`config.mk`:
```
export PLATFORM = sky130hd
export DESIGN_NAME = interpolation_slot_engine
export DESIGN_NICKNAME = d
export VERILOG_FILES = /design/src/design/ist_pkg.sv /design/src/design/ist_datapath.sv /design/src/design/ist_controller.sv /design/src/design/interpolation_slot_engine.sv
export SDC_FILE = /design/constraint.sdc
export NUM_CORES = 2
export LEC_CHECK = 0
export BUFFER_PORTS_ARGS = -buffer_cell sky130_fd_sc_hd__buf_2
export CORE_UTILIZATION = 45
export CTS_CLUSTER_SIZE = 16
export DETAILED_ROUTE_END_ITERATION = 16
export GPL_TIMING_DRIVEN = 0
export PLACE_DENSITY_LB_ADDON = 0.05
export SETUP_SLACK_MARGIN = 0.1
export SLEW_MARGIN = 20
export SYNTH_ARGS = -nofsm -noshare
export SYNTH_HDL_FRONTEND = slang
export SYNTH_HIERARCHICAL = 1
export SYNTH_SLANG_ARGS = --single-unit
```
`constraint.sdc`:
```
create_clock -name clock -period 23.4 [get_ports clock]
set_input_delay 3.51 -clock clock [delete_from_list [all_inputs] [get_ports clock]]
set_output_delay 3.51 -clock clock [all_outputs]
set_load 0.1 [all_outputs]
```
`src/design/ist_pkg.sv`:
```
// Shared types and constants for the interpolation slot engine.
// No dependencies; imported by every design module.
package ist_pkg;

   localparam int SLOT_COUNT   = 16;
   localparam int COORD_BITS   = 16;
   localparam int SLOT_BITS    = $clog2(SLOT_COUNT);
   localparam int LINK_BITS    = $clog2(SLOT_COUNT + 1);
   localparam int CMD_BITS     = 2;
   localparam int SLOT_FIELD   = 4;
   localparam int STATE_FIELD  = 2;
   localparam int TIME_BITS    = 16;
   localparam int ELAPSED_BITS = TIME_BITS + 1;
   localparam int TAG_BITS     = 32;
   localparam int DIFF_BITS    = COORD_BITS + 1;
   localparam int PROD_BITS    = COORD_BITS + TIME_BITS;
   localparam int CNT_BITS     = $clog2(COORD_BITS);
   localparam logic [TIME_BITS-1:0] TIME_MAX = 16'hffff;

   // request item layout, lowest bit first (command travels in tuser)
   localparam int REQ_SLOT_LO  = 0;
   localparam int REQ_NS_LO    = REQ_SLOT_LO + SLOT_FIELD;
   localparam int REQ_DELTA_LO = REQ_NS_LO + STATE_FIELD;
   localparam int REQ_DUR_LO   = REQ_DELTA_LO + TIME_BITS;
   localparam int REQ_TAG_LO   = REQ_DUR_LO + TIME_BITS;
   localparam int REQ_SX_LO    = REQ_TAG_LO + TAG_BITS;
   localparam int REQ_SY_LO    = REQ_SX_LO + COORD_BITS;
   localparam int REQ_EX_LO    = REQ_SY_LO + COORD_BITS;
   localparam int REQ_EY_LO    = REQ_EX_LO + COORD_BITS;
   localparam int REQ_FIELDS   = REQ_EY_LO + COORD_BITS;
   localparam int REQ_DATA_BITS = ((REQ_FIELDS + 7) / 8) * 8;

   // response item layout, lowest bit first
   localparam int RSP_OK_LO    = 0;
   localparam int RSP_SLOT_LO  = 1;
   localparam int RSP_TAG_LO   = RSP_SLOT_LO + SLOT_FIELD;
   localparam int RSP_VX_LO    = RSP_TAG_LO + TAG_BITS;
   localparam int RSP_VY_LO    = RSP_VX_LO + COORD_BITS;
   localparam int RSP_FIELDS   = RSP_VY_LO + COORD_BITS;
   localparam int RSP_DATA_BITS = ((RSP_FIELDS + 7) / 8) * 8;

   typedef enum logic [1:0] {
      CMD_START   = 2'd0,
      CMD_SET     = 2'd1,
      CMD_ADVANCE = 2'd2,
      CMD_READ    = 2'd3
   } command_type;

   typedef enum logic [1:0] {
      MODE_FREE  = 2'd0,
      MODE_PLAY  = 2'd1,
      MODE_PAUSE = 2'd2
   } mode_type;

   typedef enum logic [1:0] {
      KIND_START  = 2'd0,
      KIND_FINISH = 2'd1,
      KIND_DONE   = 2'd2,
      KIND_VALUE  = 2'd3
   } kind_type;

   typedef enum logic [3:0] {
      ST_IDLE,
      ST_START,
      ST_SET,
      ST_READ,
      ST_ADV_CHECK,
      ST_ADV_EVENT,
      ST_ADV_MUL,
      ST_ADV_DIV,
      ST_ADV_STORE,
      ST_ADV_DONE
   } state_type;

   typedef struct packed {
      logic                 capture;
      logic                 do_start;
      logic                 do_set;
      logic                 adv_eval;
      logic                 release_slot;
      logic                 mul;
      logic                 div_step;
      logic                 store_lerp;
      logic                 emit;
      kind_type             emit_kind;
      logic                 use_scan;
      logic [SLOT_BITS-1:0] scan_idx;
   } ctl_cmd_type;

   typedef struct packed {
      logic        head_end;
      logic        play;
      logic        done;
      logic        tag_nz;
      logic        out_free;
   } ctl_status_type;

endpackage

```
`src/design/ist_datapath.sv`:
```
// Slot stores, free list, multiply/divide lanes and response register.
// Depends on ist_pkg; driven by ist_controller commands.
module ist_datapath import ist_pkg::*; (
   input  logic                     clock,
   input  logic                     reset,
   input  logic [REQ_DATA_BITS-1:0] req_tdata,
   input  ctl_cmd_type              cmd,
   output ctl_status_type           status,
   output logic                     rsp_tvalid,
   input  logic                     rsp_tready,
   output logic [RSP_DATA_BITS-1:0] rsp_tdata,
   output logic [1:0]               rsp_tuser,
   output logic                     rsp_tlast
);

   mode_type                   mode_ff [SLOT_COUNT];
   logic [LINK_BITS-1:0]       link_ff [SLOT_COUNT];
   logic [LINK_BITS-1:0]       head_ff, head_in;
   logic                       rsp_valid_ff;

   logic [TAG_BITS-1:0]        tag_ff  [SLOT_COUNT];
   logic [TIME_BITS-1:0]       len_ff  [SLOT_COUNT];
   logic [ELAPSED_BITS-1:0]    ela_ff  [SLOT_COUNT];
   logic signed [COORD_BITS-1:0] org_ff [SLOT_COUNT][2];
   logic signed [COORD_BITS-1:0] tgt_ff [SLOT_COUNT][2];
   logic signed [COORD_BITS-1:0] pre_ff [SLOT_COUNT][2];

   logic [SLOT_FIELD-1:0]      slot_ff;
   logic [STATE_FIELD-1:0]     ns_ff;
   logic [TIME_BITS-1:0]       delta_ff, dur_ff, el_ff;
   logic [TAG_BITS-1:0]        tagin_ff;
   logic signed [COORD_BITS-1:0] st_pt_ff [2];
   logic signed [COORD_BITS-1:0] en_pt_ff [2];

   logic [TIME_BITS:0]         rem_ff [2];
   logic [COORD_BITS-1:0]      quo_ff [2];
   logic                       neg_ff [2];

   logic [RSP_DATA_BITS-1:0]   rsp_data_ff, rsp_data_in;
   logic [1:0]                 rsp_user_ff;
   logic                       rsp_last_ff;

   logic [SLOT_BITS-1:0]       idx, head_idx;
   logic                       head_end, out_free, rel, set_mode;
   logic [ELAPSED_BITS-1:0]    el_sum;
   logic                       el_done;
   logic [DIFF_BITS-1:0]       diff [2];
   logic [DIFF_BITS-1:0]       mag [2];
   logic [PROD_BITS-1:0]       prod [2];
   logic [TIME_BITS:0]         trial [2];
   logic                       qbit [2];
   logic [DIFF_BITS-1:0]       qsig [2];
   logic [DIFF_BITS-1:0]       lerp [2];
   logic                       ok_bit;
   logic [SLOT_FIELD-1:0]      out_slot;
   logic [TAG_BITS-1:0]        out_tag;
   logic [COORD_BITS-1:0]      out_x, out_y;

   assign idx      = cmd.use_scan ? cmd.scan_idx : SLOT_BITS'(slot_ff);
   assign head_end = (head_ff == LINK_BITS'(SLOT_COUNT));
   assign head_idx = head_ff[SLOT_BITS-1:0];
   assign out_free = !rsp_valid_ff || rsp_tready;

   assign el_sum  = ela_ff[idx] + ELAPSED_BITS'(delta_ff);
   assign el_done = (el_sum >= {1'b0, len_ff[idx]});

   assign rel = cmd.release_slot ||
                (cmd.do_set && ns_ff == STATE_FIELD'(MODE_FREE) && mode_ff[idx] != MODE_FREE);
   assign set_mode = cmd.do_set && mode_ff[idx] != MODE_FREE &&
                     (ns_ff == STATE_FIELD'(MODE_PLAY) || ns_ff == STATE_FIELD'(MODE_PAUSE));

   always_comb begin
      for (int l = 0; l < 2; l++) begin
         diff[l]  = {tgt_ff[idx][l][COORD_BITS-1], tgt_ff[idx][l]} -
                    {org_ff[idx][l][COORD_BITS-1], org_ff[idx][l]};
         mag[l]   = diff[l][DIFF_BITS-1] ? -diff[l] : diff[l];
         prod[l]  = PROD_BITS'(mag[l][COORD_BITS-1:0]) * PROD_BITS'(el_ff);
         trial[l] = {rem_ff[l][TIME_BITS-1:0], quo_ff[l][COORD_BITS-1]};
         qbit[l]  = (trial[l] >= {1'b0, len_ff[idx]});
         qsig[l]  = neg_ff[l] ? -{1'b0, quo_ff[l]} : {1'b0, quo_ff[l]};
         lerp[l]  = {org_ff[idx][l][COORD_BITS-1], org_ff[idx][l]} + qsig[l];
      end
   end

   always_comb begin
      head_in = head_ff;
      if (cmd.do_start)
         head_in = link_ff[head_idx];
      if (rel)
         head_in = LINK_BITS'(idx);
   end

   always_comb begin
      ok_bit   = 1'b1;
      out_slot = '0;
      out_tag  = '0;
      out_x    = '0;
      out_y    = '0;
      case (cmd.emit_kind)
         KIND_START: begin
            ok_bit   = !head_end;
            out_slot = head_end ? '0 : SLOT_FIELD'(head_idx);
         end
         KIND_FINISH: begin
            out_slot = SLOT_FIELD'(idx);
            out_tag  = tag_ff[idx];
         end
         KIND_VALUE: begin
            out_slot = slot_ff;
            out_x    = pre_ff[idx][0];
            out_y    = pre_ff[idx][1];
         end
         default: begin
            out_slot = '0;
         end
      endcase
      rsp_data_in = '0;
      rsp_data_in[RSP_OK_LO]                        = ok_bit;
      rsp_data_in[RSP_SLOT_LO +: SLOT_FIELD]        = out_slot;
      rsp_data_in[RSP_TAG_LO +: TAG_BITS]           = out_tag;
      rsp_data_in[RSP_VX_LO +: COORD_BITS]          = out_x;
      rsp_data_in[RSP_VY_LO +: COORD_BITS]          = out_y;
   end

   // control state
   always_ff @(posedge clock) begin
      if (reset) begin
         for (int i = 0; i < SLOT_COUNT; i++) begin
            mode_ff[i] <= MODE_FREE;
            link_ff[i] <= LINK_BITS'(i + 1);
         end
         head_ff      <= '0;
         rsp_valid_ff <= 1'b0;
      end else begin
         head_ff <= head_in;
         if (cmd.do_start)
            mode_ff[head_idx] <= MODE_PLAY;
         if (rel) begin
            mode_ff[idx] <= MODE_FREE;
            link_ff[idx] <= head_ff;
         end
         if (set_mode)
            mode_ff[idx] <= mode_type'(ns_ff);
         if (cmd.emit)
            rsp_valid_ff <= 1'b1;
         else if (rsp_tready)
            rsp_valid_ff <= 1'b0;
      end
   end

   // payload
   always_ff @(posedge clock) begin
      if (cmd.capture) begin
         slot_ff     <= req_tdata[REQ_SLOT_LO +: SLOT_FIELD];
         ns_ff       <= req_tdata[REQ_NS_LO +: STATE_FIELD];
         delta_ff    <= req_tdata[REQ_DELTA_LO +: TIME_BITS];
         dur_ff      <= req_tdata[REQ_DUR_LO +: TIME_BITS];
         tagin_ff    <= req_tdata[REQ_TAG_LO +: TAG_BITS];
         st_pt_ff[0] <= req_tdata[REQ_SX_LO +: COORD_BITS];
         st_pt_ff[1] <= req_tdata[REQ_SY_LO +: COORD_BITS];
         en_pt_ff[0] <= req_tdata[REQ_EX_LO +: COORD_BITS];
         en_pt_ff[1] <= req_tdata[REQ_EY_LO +: COORD_BITS];
      end
      if (cmd.do_start) begin
         tag_ff[head_idx] <= tagin_ff;
         len_ff[head_idx] <= dur_ff & TIME_MAX;
         ela_ff[head_idx] <= '0;
         for (int l = 0; l < 2; l++) begin
            org_ff[head_idx][l] <= st_pt_ff[l];
            pre_ff[head_idx][l] <= st_pt_ff[l];
            tgt_ff[head_idx][l] <= en_pt_ff[l];
         end
      end
      if (cmd.adv_eval) begin
         ela_ff[idx] <= el_sum;
         el_ff       <= el_sum[TIME_BITS-1:0];
         if (el_done)
            for (int l = 0; l < 2; l++)
               pre_ff[idx][l] <= tgt_ff[idx][l];
      end
      for (int l = 0; l < 2; l++) begin
         if (cmd.mul) begin
            // quotient stays below the axis span, so the high half is already < length
            rem_ff[l] <= {1'b0, prod[l][PROD_BITS-1:COORD_BITS]};
            quo_ff[l] <= prod[l][COORD_BITS-1:0];
            neg_ff[l] <= diff[l][DIFF_BITS-1];
         end else if (cmd.div_step) begin
            rem_ff[l] <= qbit[l] ? trial[l] - {1'b0, len_ff[idx]} : trial[l];
            quo_ff[l] <= {quo_ff[l][COORD_BITS-2:0], qbit[l]};
         end
         if (cmd.store_lerp)
            pre_ff[idx][l] <= lerp[l][COORD_BITS-1:0];
      end
      if (cmd.emit) begin
         rsp_data_ff <= rsp_data_in;
         rsp_user_ff <= cmd.emit_kind;
         rsp_last_ff <= (cmd.emit_kind != KIND_FINISH);
      end
   end

   assign status.head_end = head_end;
   assign status.play     = (mode_ff[idx] == MODE_PLAY);
   assign status.done     = el_done;
   assign status.tag_nz   = (tag_ff[idx] != '0);
   assign status.out_free = out_free;

   assign rsp_tvalid = rsp_valid_ff;
   assign rsp_tdata  = rsp_data_ff;
   assign rsp_tuser  = rsp_user_ff;
   assign rsp_tlast  = rsp_last_ff;

   a_emit_free: assert property (@(posedge clock) disable iff (reset)
      cmd.emit |-> out_free) else $error("item loaded over a pending response");
   a_head_range: assert property (@(posedge clock) disable iff (reset)
      head_ff <= LINK_BITS'(SLOT_COUNT)) else $error("free head out of range");
   a_start_plays: assert property (@(posedge clock) disable iff (reset)
      cmd.do_start && !head_end |=> mode_ff[$past(head_idx)] == MODE_PLAY)
      else $error("allocated slot not playing");

endmodule

```
`src/design/ist_controller.sv`:
```
// Sequencer for request decode, the descending advance scan and the divider.
// Depends on ist_pkg; drives ist_datapath through ctl_cmd_type.
module ist_controller import ist_pkg::*; (
   input  logic                clock,
   input  logic                reset,
   input  logic                req_tvalid,
   output logic                req_tready,
   input  logic [CMD_BITS-1:0] req_tuser,
   input  ctl_status_type      status,
   output ctl_cmd_type         cmd
);

   state_type            state_ff, state_in;
   logic [SLOT_BITS-1:0] scan_ff, scan_in;
   logic [CNT_BITS-1:0]  cnt_ff, cnt_in;

   always_ff @(posedge clock) begin
      if (reset) begin
         state_ff <= ST_IDLE;
         scan_ff  <= '0;
         cnt_ff   <= '0;
      end else begin
         state_ff <= state_in;
         scan_ff  <= scan_in;
         cnt_ff   <= cnt_in;
      end
   end

   always_comb begin
      state_in     = state_ff;
      scan_in      = scan_ff;
      cnt_in       = cnt_ff;
      req_tready   = 1'b0;
      cmd          = '0;
      cmd.use_scan = 1'b1;
      cmd.scan_idx = scan_ff;
      unique case (state_ff)
         ST_IDLE: begin
            req_tready   = 1'b1;
            cmd.use_scan = 1'b0;
            if (req_tvalid) begin
               cmd.capture = 1'b1;
               unique case (command_type'(req_tuser))
                  CMD_START:   state_in = ST_START;
                  CMD_SET:     state_in = ST_SET;
                  CMD_READ:    state_in = ST_READ;
                  CMD_ADVANCE: begin
                     state_in = ST_ADV_CHECK;
                     scan_in  = SLOT_BITS'(SLOT_COUNT - 1);
                  end
                  default:     state_in = ST_IDLE;
               endcase
            end
         end
         ST_START: begin
            cmd.emit_kind = KIND_START;
            if (status.out_free) begin
               cmd.emit     = 1'b1;
               cmd.do_start = !status.head_end;
               state_in     = ST_IDLE;
            end
         end
         ST_SET: begin
            cmd.use_scan  = 1'b0;
            cmd.emit_kind = KIND_DONE;
            if (status.out_free) begin
               cmd.emit   = 1'b1;
               cmd.do_set = 1'b1;
               state_in   = ST_IDLE;
            end
         end
         ST_READ: begin
            cmd.use_scan  = 1'b0;
            cmd.emit_kind = KIND_VALUE;
            if (status.out_free) begin
               cmd.emit = 1'b1;
               state_in = ST_IDLE;
            end
         end
         ST_ADV_CHECK: begin
            if (status.play) begin
               cmd.adv_eval = 1'b1;
               // silent finishes release right away
               cmd.release_slot = status.done && !status.tag_nz;
            end
            if (status.play && !status.done)
               state_in = ST_ADV_MUL;
            else if (status.play && status.tag_nz)
               state_in = ST_ADV_EVENT;
            else if (scan_ff == '0)
               state_in = ST_ADV_DONE;
            else
               scan_in = scan_ff - 1'b1;
         end
         ST_ADV_EVENT: begin
            cmd.emit_kind = KIND_FINISH;
            if (status.out_free) begin
               cmd.emit         = 1'b1;
               cmd.release_slot = 1'b1;
               if (scan_ff == '0)
                  state_in = ST_ADV_DONE;
               else begin
                  scan_in  = scan_ff - 1'b1;
                  state_in = ST_ADV_CHECK;
               end
            end
         end
         ST_ADV_MUL: begin
            cmd.mul  = 1'b1;
            cnt_in   = '0;
            state_in = ST_ADV_DIV;
         end
         ST_ADV_DIV: begin
            cmd.div_step = 1'b1;
            cnt_in       = cnt_ff + 1'b1;
            if (cnt_ff == CNT_BITS'(COORD_BITS - 1))
               state_in = ST_ADV_STORE;
         end
         ST_ADV_STORE: begin
            cmd.store_lerp = 1'b1;
            if (scan_ff == '0)
               state_in = ST_ADV_DONE;
            else begin
               scan_in  = scan_ff - 1'b1;
               state_in = ST_ADV_CHECK;
            end
         end
         ST_ADV_DONE: begin
            cmd.emit_kind = KIND_DONE;
            if (status.out_free) begin
               cmd.emit = 1'b1;
               state_in = ST_IDLE;
            end
         end
         default: state_in = ST_IDLE;
      endcase
   end

endmodule

```
`src/design/interpolation_slot_engine.sv`:
```
// Top level of the interpolation slot engine: controller plus datapath.
// Depends on ist_pkg, ist_controller, ist_datapath.
//
//  channel  dir  ports                               contents
//  req      in   req_tvalid/tready, tuser[1:0],      command;
//                tdata[135:0]                        slot,new_state,delta,duration,
//                                                    tag,sx,sy,ex,ey
//  rsp      out  rsp_tvalid/tready, tdata[71:0],      ok,slot_index,tag_out,vx,vy;
//                tuser[1:0], tlast                   kind; last
//
// One item at a time. Start, set and read each wait in their state for output space.
// Advance walks slots 15 down to 0, then emits done; a slot ending with a nonzero
// tag also emits a finish item, and an interpolating slot goes through multiply,
// divide (shared restoring divider, one quotient bit per cycle per axis) and store.
// Reset is synchronous; all slots free and the free list chained in order.
// A stalled response holds in the output register; work stops only when a
// new item must be loaded.
module interpolation_slot_engine import ist_pkg::*; (
   input  logic                     clock,
   input  logic                     reset,
   input  logic                     req_tvalid,
   output logic                     req_tready,
   // command
   input  logic [CMD_BITS-1:0]      req_tuser,
   // slot, new_state, time_delta, duration, finish_tag,
   // start_x, start_y, end_x, end_y, zero pad
   input  logic [REQ_DATA_BITS-1:0] req_tdata,
   output logic                     rsp_tvalid,
   input  logic                     rsp_tready,
   // ok, slot_index, tag_out, value_x, value_y, zero pad
   output logic [RSP_DATA_BITS-1:0] rsp_tdata,
   // kind
   output logic [1:0]               rsp_tuser,
   output logic                     rsp_tlast
);

   ctl_cmd_type    cmd;
   ctl_status_type status;

   ist_controller u_ctl (
      .clock      (clock),
      .reset      (reset),
      .req_tvalid (req_tvalid),
      .req_tready (req_tready),
      .req_tuser  (req_tuser),
      .status     (status),
      .cmd        (cmd)
   );

   ist_datapath u_dp (
      .clock      (clock),
      .reset      (reset),
      .req_tdata  (req_tdata),
      .cmd        (cmd),
      .status     (status),
      .rsp_tvalid (rsp_tvalid),
      .rsp_tready (rsp_tready),
      .rsp_tdata  (rsp_tdata),
      .rsp_tuser  (rsp_tuser),
      .rsp_tlast  (rsp_tlast)
   );

endmodule

```
# [Word-level counts from Yosys, hierarchy flattened]
# Memory sizes are Yosys's and may differ from the RTL's. A register that Yosys moved wholly into a read port is not among the register bits.
# Cells that the tools add are included.
[classes] n_addsub=13 reduce_logical=37 eq_ne=28 bitwise=7 multipliers=2 mux=95 magnitude_cmp=3
[ops] op="two-way mux 16 bit" n=8
[ops] op="two-way mux 4 bit" n=25
[ops] op="two-way mux 17 bit" n=5
[ops] op="multiplier 16 x 16 -> 32 bit" n=2
[ops] op="negator 16 bit" n=4
[ops] op=">= comparator 17 x 16 -> 1 bit" n=3
[ops] op="two-way mux 1 bit" n=43
[ops] op="subtractor 16 x 16 -> 17 bit" n=2
[ops] op="subtractor 17 x 16 -> 17 bit" n=2
[ops] op="adder 16 bit" n=2
[ops] op="two-way mux 32 bit" n=1
[ops] op="one-hot mux 4 bit (4 select lines)" n=2
[ops] op="nonzero test 32 bit" n=1
[ops] op="OR reduction 32 bit" n=1
[ops] op="one-hot mux 4 bit (7 select lines)" n=1
[ops] op="adder 17 x 16 -> 17 bit" n=1
[ops] op="OR reduction 17 bit" n=1
[ops] op="equality test 4 x 3 -> 1 bit, second input constant" n=4
[ops] op="equality test 4 bit, second input constant" n=3
[ops] op="one-hot mux 3 bit (4 select lines)" n=1
[ops] op="one-hot mux 4 bit (3 select lines)" n=1
[ops] op="two-way mux 2 bit" n=5
[ops] op="equality test 2 x 1 -> 1 bit, second input constant" n=4
[ops] op="equality test 2 bit, second input constant" n=4
[ops] op="25 further kinds" n=59
[totals] ramBits=2820 n_memories=13 word_cells=215 output_inout_bits=77 ff_bits=144
[mem_list] name="u_dp.org_ff" depth=16 word_bits=32 read_ports=1 rd_ports_with_merged_regs=0 write_ports=1 line="ist_datapath.sv:24" source="logic signed [COORD_BITS-1:0] org_ff [SLOT_COUNT][2];"
[mem_list] name="u_dp.pre_ff" depth=16 word_bits=32 read_ports=1 rd_ports_with_merged_regs=1 write_ports=1 line="ist_datapath.sv:26" source="logic signed [COORD_BITS-1:0] pre_ff [SLOT_COUNT][2];"
[mem_list] name="u_dp.tag_ff" depth=16 word_bits=32 read_ports=1 rd_ports_with_merged_regs=0 write_ports=1 line="ist_datapath.sv:21" source="logic [TAG_BITS-1:0] tag_ff [SLOT_COUNT];"
[mem_list] name="u_dp.tgt_ff" depth=16 word_bits=32 read_ports=1 rd_ports_with_merged_regs=0 write_ports=1 line="ist_datapath.sv:25" source="logic signed [COORD_BITS-1:0] tgt_ff [SLOT_COUNT][2];"
[mem_list] name="u_dp.ela_ff" depth=16 word_bits=17 read_ports=1 rd_ports_with_merged_regs=0 write_ports=1 line="ist_datapath.sv:23" source="logic [ELAPSED_BITS-1:0] ela_ff [SLOT_COUNT];"
[mem_list] name="u_dp.len_ff" depth=16 word_bits=16 read_ports=1 rd_ports_with_merged_regs=0 write_ports=1 line="ist_datapath.sv:22" source="logic [TIME_BITS-1:0] len_ff [SLOT_COUNT];"
[mem_list] name="+7 memories"

# [Longest topological paths before layout]
# An unclocked memory read counts as a cell.
[depth] word_depth=16 mapped_depth=60 ltp_nobuf=47

# [Hierarchy]
# Netlist, hierarchy kept.
[modules_own_cells] module="ist_datapath" seq_area_each_um2=89565.9 area_each_um2=144501.1 n_inst=1 cells_each=9197
[modules_own_cells] module="ist_controller" seq_area_each_um2=240.2 area_each_um2=1102.3 n_inst=1 cells_each=148

# [Worst setup path after synthesis]
# No wires, ideal clock.
[synth_timing] kind="reg-to-reg" start="register u_ctl.state_ff[2]" end="memory u_dp/rem_ff[0][14] in the netlist's numbering, data pin" setup_time_ns=0.268 t_arrival_ns=13.856 slack_ns=9.276 stages_incl_launch_ff=55 path_buffers=13 synth_period_minus_slack_ns=14.124 path_cell_list="dfxtp_1 clkbuf_1 clkbuf_1 nor2_1 nand2_1 mux2_4 buf_6 buf_2 buf_2 buf_2 buf_2 buf_2 clkbuf_1 buf_2 buf_1 mux4_2 nand2_1 a31oi_1 [19 not listed] fa_1 fa_1 inv_1 ha_1 clkbuf_1 nand2_1 nor2_1 nand3_1 o31ai_1 o221a_2 o21ai_0 o311ai_0 o211ai_1 o21ai_0 o21ai_0 nand2b_1 xnor2_1 mux2i_1"
[synth_lines] element="from (decl)" line="ist_controller.sv:13" source="state_type state_ff, state_in;"
[synth_lines] element="from (signal assigned)" line="ist_controller.sv:23" source="state_ff <= state_in;"
[synth_lines] element="to (decl)" line="ist_datapath.sv:35" source="logic [TIME_BITS:0] rem_ff [2];"

==> flow_metrics.py <==
metrics = {
    "finish": {
        "final_cell_mix": "edfxtp_1 (2,976), nand2_1 (814), mux4_2 (667)",
        "drive_gt1_share_pct": 21.33,
        "multi_input_area_um2": 51870,
        "final_common_cell": "edfxtp_1",
        "regArea_um2": 89810,
        "num-nets-final": 10870,
        "syn_to_final_growth_pct": 13.81,
        "nFillCells": 26760,
    },
    "synth": {
        "ys_seq_elements": 2998,
        "synthesis.area_um2": 145600,
        "synth_top_cell_by_area": "edfxtp_1",
        "yosysTopAreaCellShare_pct": 61.38,
        "yosys_warnings": 6,
        "synth_edf_count": 2976,
        "ys_seq_area_share_pct": 61.68,
        "synthTopCellsByArea": "edfxtp_1 (61%), mux4_2 (10%), fa_1 (5.4%)",
        "synth_top_flop_cell": "edfxtp_1",
        "synth_area_per_cell_um2": 15.58,
        "ys_types": 99,
        "syn-instance-count": 9345,
        "async_reset_ff_share_pct": 0,
    },
    "floorplan": {
        "num_io_pins": 219,
        "row_count": 208,
        "core_um2": 321400,
        "die_height_um": 570.8,
        "dieArea_um2": 325800,
        "dieWidth_um": 570.8,
        "start_util_pct": 45.30,
    },
    "timing": {
        "slew_headroom_pct": 13.04,
        "slew_violations": 0,
        "period_needed_ns": 21.33,
        "hold_slack_ns": 0.4896,
        "setup_violations": 0,
        "postLayoutSetupSlackWorst_ns": 2.074,
        "max_slew.worst_pin.slew_ns": 1.291,
        "fmax_mhz": 46.89,
        "finalHoldViolations": 0,
        "rsz0062_at_grt": "false",
        "timing.final.crit_share_pct": 91.14,
        "fin_skew_ns": 0.07837,
        "setup_tns_ns": 0,
    },
    "drt": {
        "dr_total_vias": 87620,
        "vias_per_cell": 6.013,
        "drt-initial-drc-count": 10370,
        "ant_nets": 0,
        "drc_errors": 0,
        "wl_um": 475700,
        "wl_per_cell_um": 32.64,
        "first_pass_iters": 6,
    },
    "critical_path": {
        "cp_slowest_cell": "a31oi_1",
        "crit_type": "reg2reg",
        "required_ns": 24.01,
        "arrival_ns": 21.94,
        "crit_top_cell": "clkbuf_1",
        "slowest_delay_ns": 0.80,
        "cp_max_fo": 10,
        "critPathLaunchType": "flip-flop",
        "setup.worst_path.end_class": "flip-flop",
    },
    "global_route": {
        "antenna_found_initial": 32,
        "grt_usage_pct": 29.09,
        "overflow": 0,
        "grt_pass1_vias": 88770,
        "grt_pass1_wl_um": 665800,
        "grt_max_degree": 63,
    },
    "job": {
        "maxCapViolCount": 0,
    },
    "clocking": {
        "cts_sinks": 2998,
        "ctsRootBufferMaster": "clkbuf_16",
        "cts_setup_buffers": 0,
        "ctsResizeCount": 0,
        "h-tree-depth": 5,
        "cts_tree": "built",
        "clockBufferDepth": 4,
        "clock_latency_ns": 0.94,
        "cts_hold_buf": 0,
        "cts_inserted_buffers": 332,
        "cts.clk_slew.worst_paths_ns": 0.07,
    },
    "outcome": {
        "outcome": "finished clean",
    },
    "placed_design": {
        "hpwl_um": 326500,
        "pre_cts_ws_ns": 2.018,
        "portBuffers": 213,
        "globalplace.congestion": 0.8816,
    },
    "hold_path": {
        "hp-class": "reg2reg",
    },
}
[cell usage after synthesis, types with 7 or more instances]
master    count
edfxtp_1   2976
a21o_1       56
or2_2        16
a41oi_1      10
nor2_1      548
nor4_1       18
clkbuf_1    418
xnor2_1     132
xor2_1       56
o21ai_0     191
o211ai_1     13
nor2b_1      75
and3_1       17
a21oi_1     162
nand2_1     815
a211o_1       7
a31oi_1      98
dfxtp_1      22
inv_1       583
a222oi_1     15
buf_4         8
buf_1       110
nor3_1       37
nand4_1      13
mux2_2      530
a221oi_1     12
nand3b_1      8
or3_1        41
a22oi_1      19
a211oi_1    101
o21a_1       25
o21bai_1     66
nand2b_1     61
buf_2        18
nand3_1      63
o41ai_1       7
and2_1      330
mux2i_1     107
ha_1        341
o31ai_1      36
fa_1        395
a21boi_0     18
mux4_2      667
[worst max-delay path, delay by kind of cell, from the launching register on]
kind	cells	cell delay, ns
XOR/XNOR	2	0.90
adder cells (fa/ha/maj)	10	4.62
multiplexers	3	0.66
AO/OA/AOI/OAI	13	4.40
flip-flops	1	0.47
buffers and inverters	18	8.47
AND/OR/NAND/NOR	9	1.38
[worst paths after layout]
check | from | end | slack, ns | cells past startpoint
setup / recovery | u_ctl/state_ff[2] | u_dp/rem_ff[0][14] | 2.07 | 55
hold / removal | u_ctl/cnt_ff[1] | u_ctl/cnt_ff[1] | 0.49 | 2
setup reg to reg | u_ctl/state_ff[2] | u_dp/rem_ff[0][14] | 2.07 | 55
hold reg to reg | u_ctl/cnt_ff[1] | u_ctl/cnt_ff[1] | 0.49 | 2
[sequential cells by signal (all words and copies together) (netlist names), 5 cells and up, named ones only]
| name | cells |
|---|---|
| u_dp/delta_ff | 16 |
| u_dp/dur_ff | 16 |
| u_dp/el_ff | 16 |
| u_dp/ela_ff | 272 |
| u_dp/en_pt_ff | 32 |
| u_dp/head_ff | 5 |
| u_dp/len_ff | 256 |
| u_dp/link_ff | 80 |
| u_dp/mode_ff | 32 |
| u_dp/org_ff | 512 |
| u_dp/pre_ff | 512 |
| u_dp/quo_ff | 32 |
| u_dp/rem_ff | 32 |
| u_dp/rsp_tdata | 69 |
| u_dp/st_pt_ff | 32 |
| u_dp/tag_ff | 512 |
| u_dp/tagin_ff | 32 |
| u_dp/tgt_ff | 512 |
[area by class of cell]
cell class,count,share of cell area [%]
Sequential cell,2998,54.19
Multi-Input combinational cell,5207,31.30
Clock buffer,410,5.260
Tap cell,4305,3.250
Timing Repair Buffer,312,1.982
Inverter,584,1.395
Buffer,558,1.374
Clock inverter,190,1.231
Antenna cell,9,0.01359
[kinds of logic (layout without fill, tap and decap cells)]
logic type / after synthesis / count (layout) / synth area share (%)
simple gates: 2079 / 2079 / 6.580
compound gates: 889 / 889 / 4.035
fa+ha+maj: 743 / 743 / 8.410
other cells: 1 / 12 / 0.002575
buf+inv: 1142 / 2054 / 3.001
mux: 1305 / 1305 / 15.16
xor+xnor: 188 / 188 / 1.131
flops: 2998 / 2998 / 61.68
[layer usage]
metal  vias up  GRT usage (%)  share of wire [%]
met2      3734          45.89                 46
met3       676          3.963                7.4
li1      36410              -                  -
met1     46790          41.94                 43
met4         4          9.211                3.5
met5         -              0             0.0057
[per-stage QoR]
stage / util, % / instances / cell area, um^2
final: 51.56 / 14570 / 165700
after CTS: 51.51 / 14560 / 165600
after floorplan: - / 9347 / 145600
after global routing: 51.55 / 14570 / 165700
after detailed placement: 48.16 / 13960 / 154800
after global placement: 47.31 / 13870 / 152100
Power is left out: the tool's default activity adds up to more than one toggle a clock period on the data nets, which glitch-free logic cannot reach.
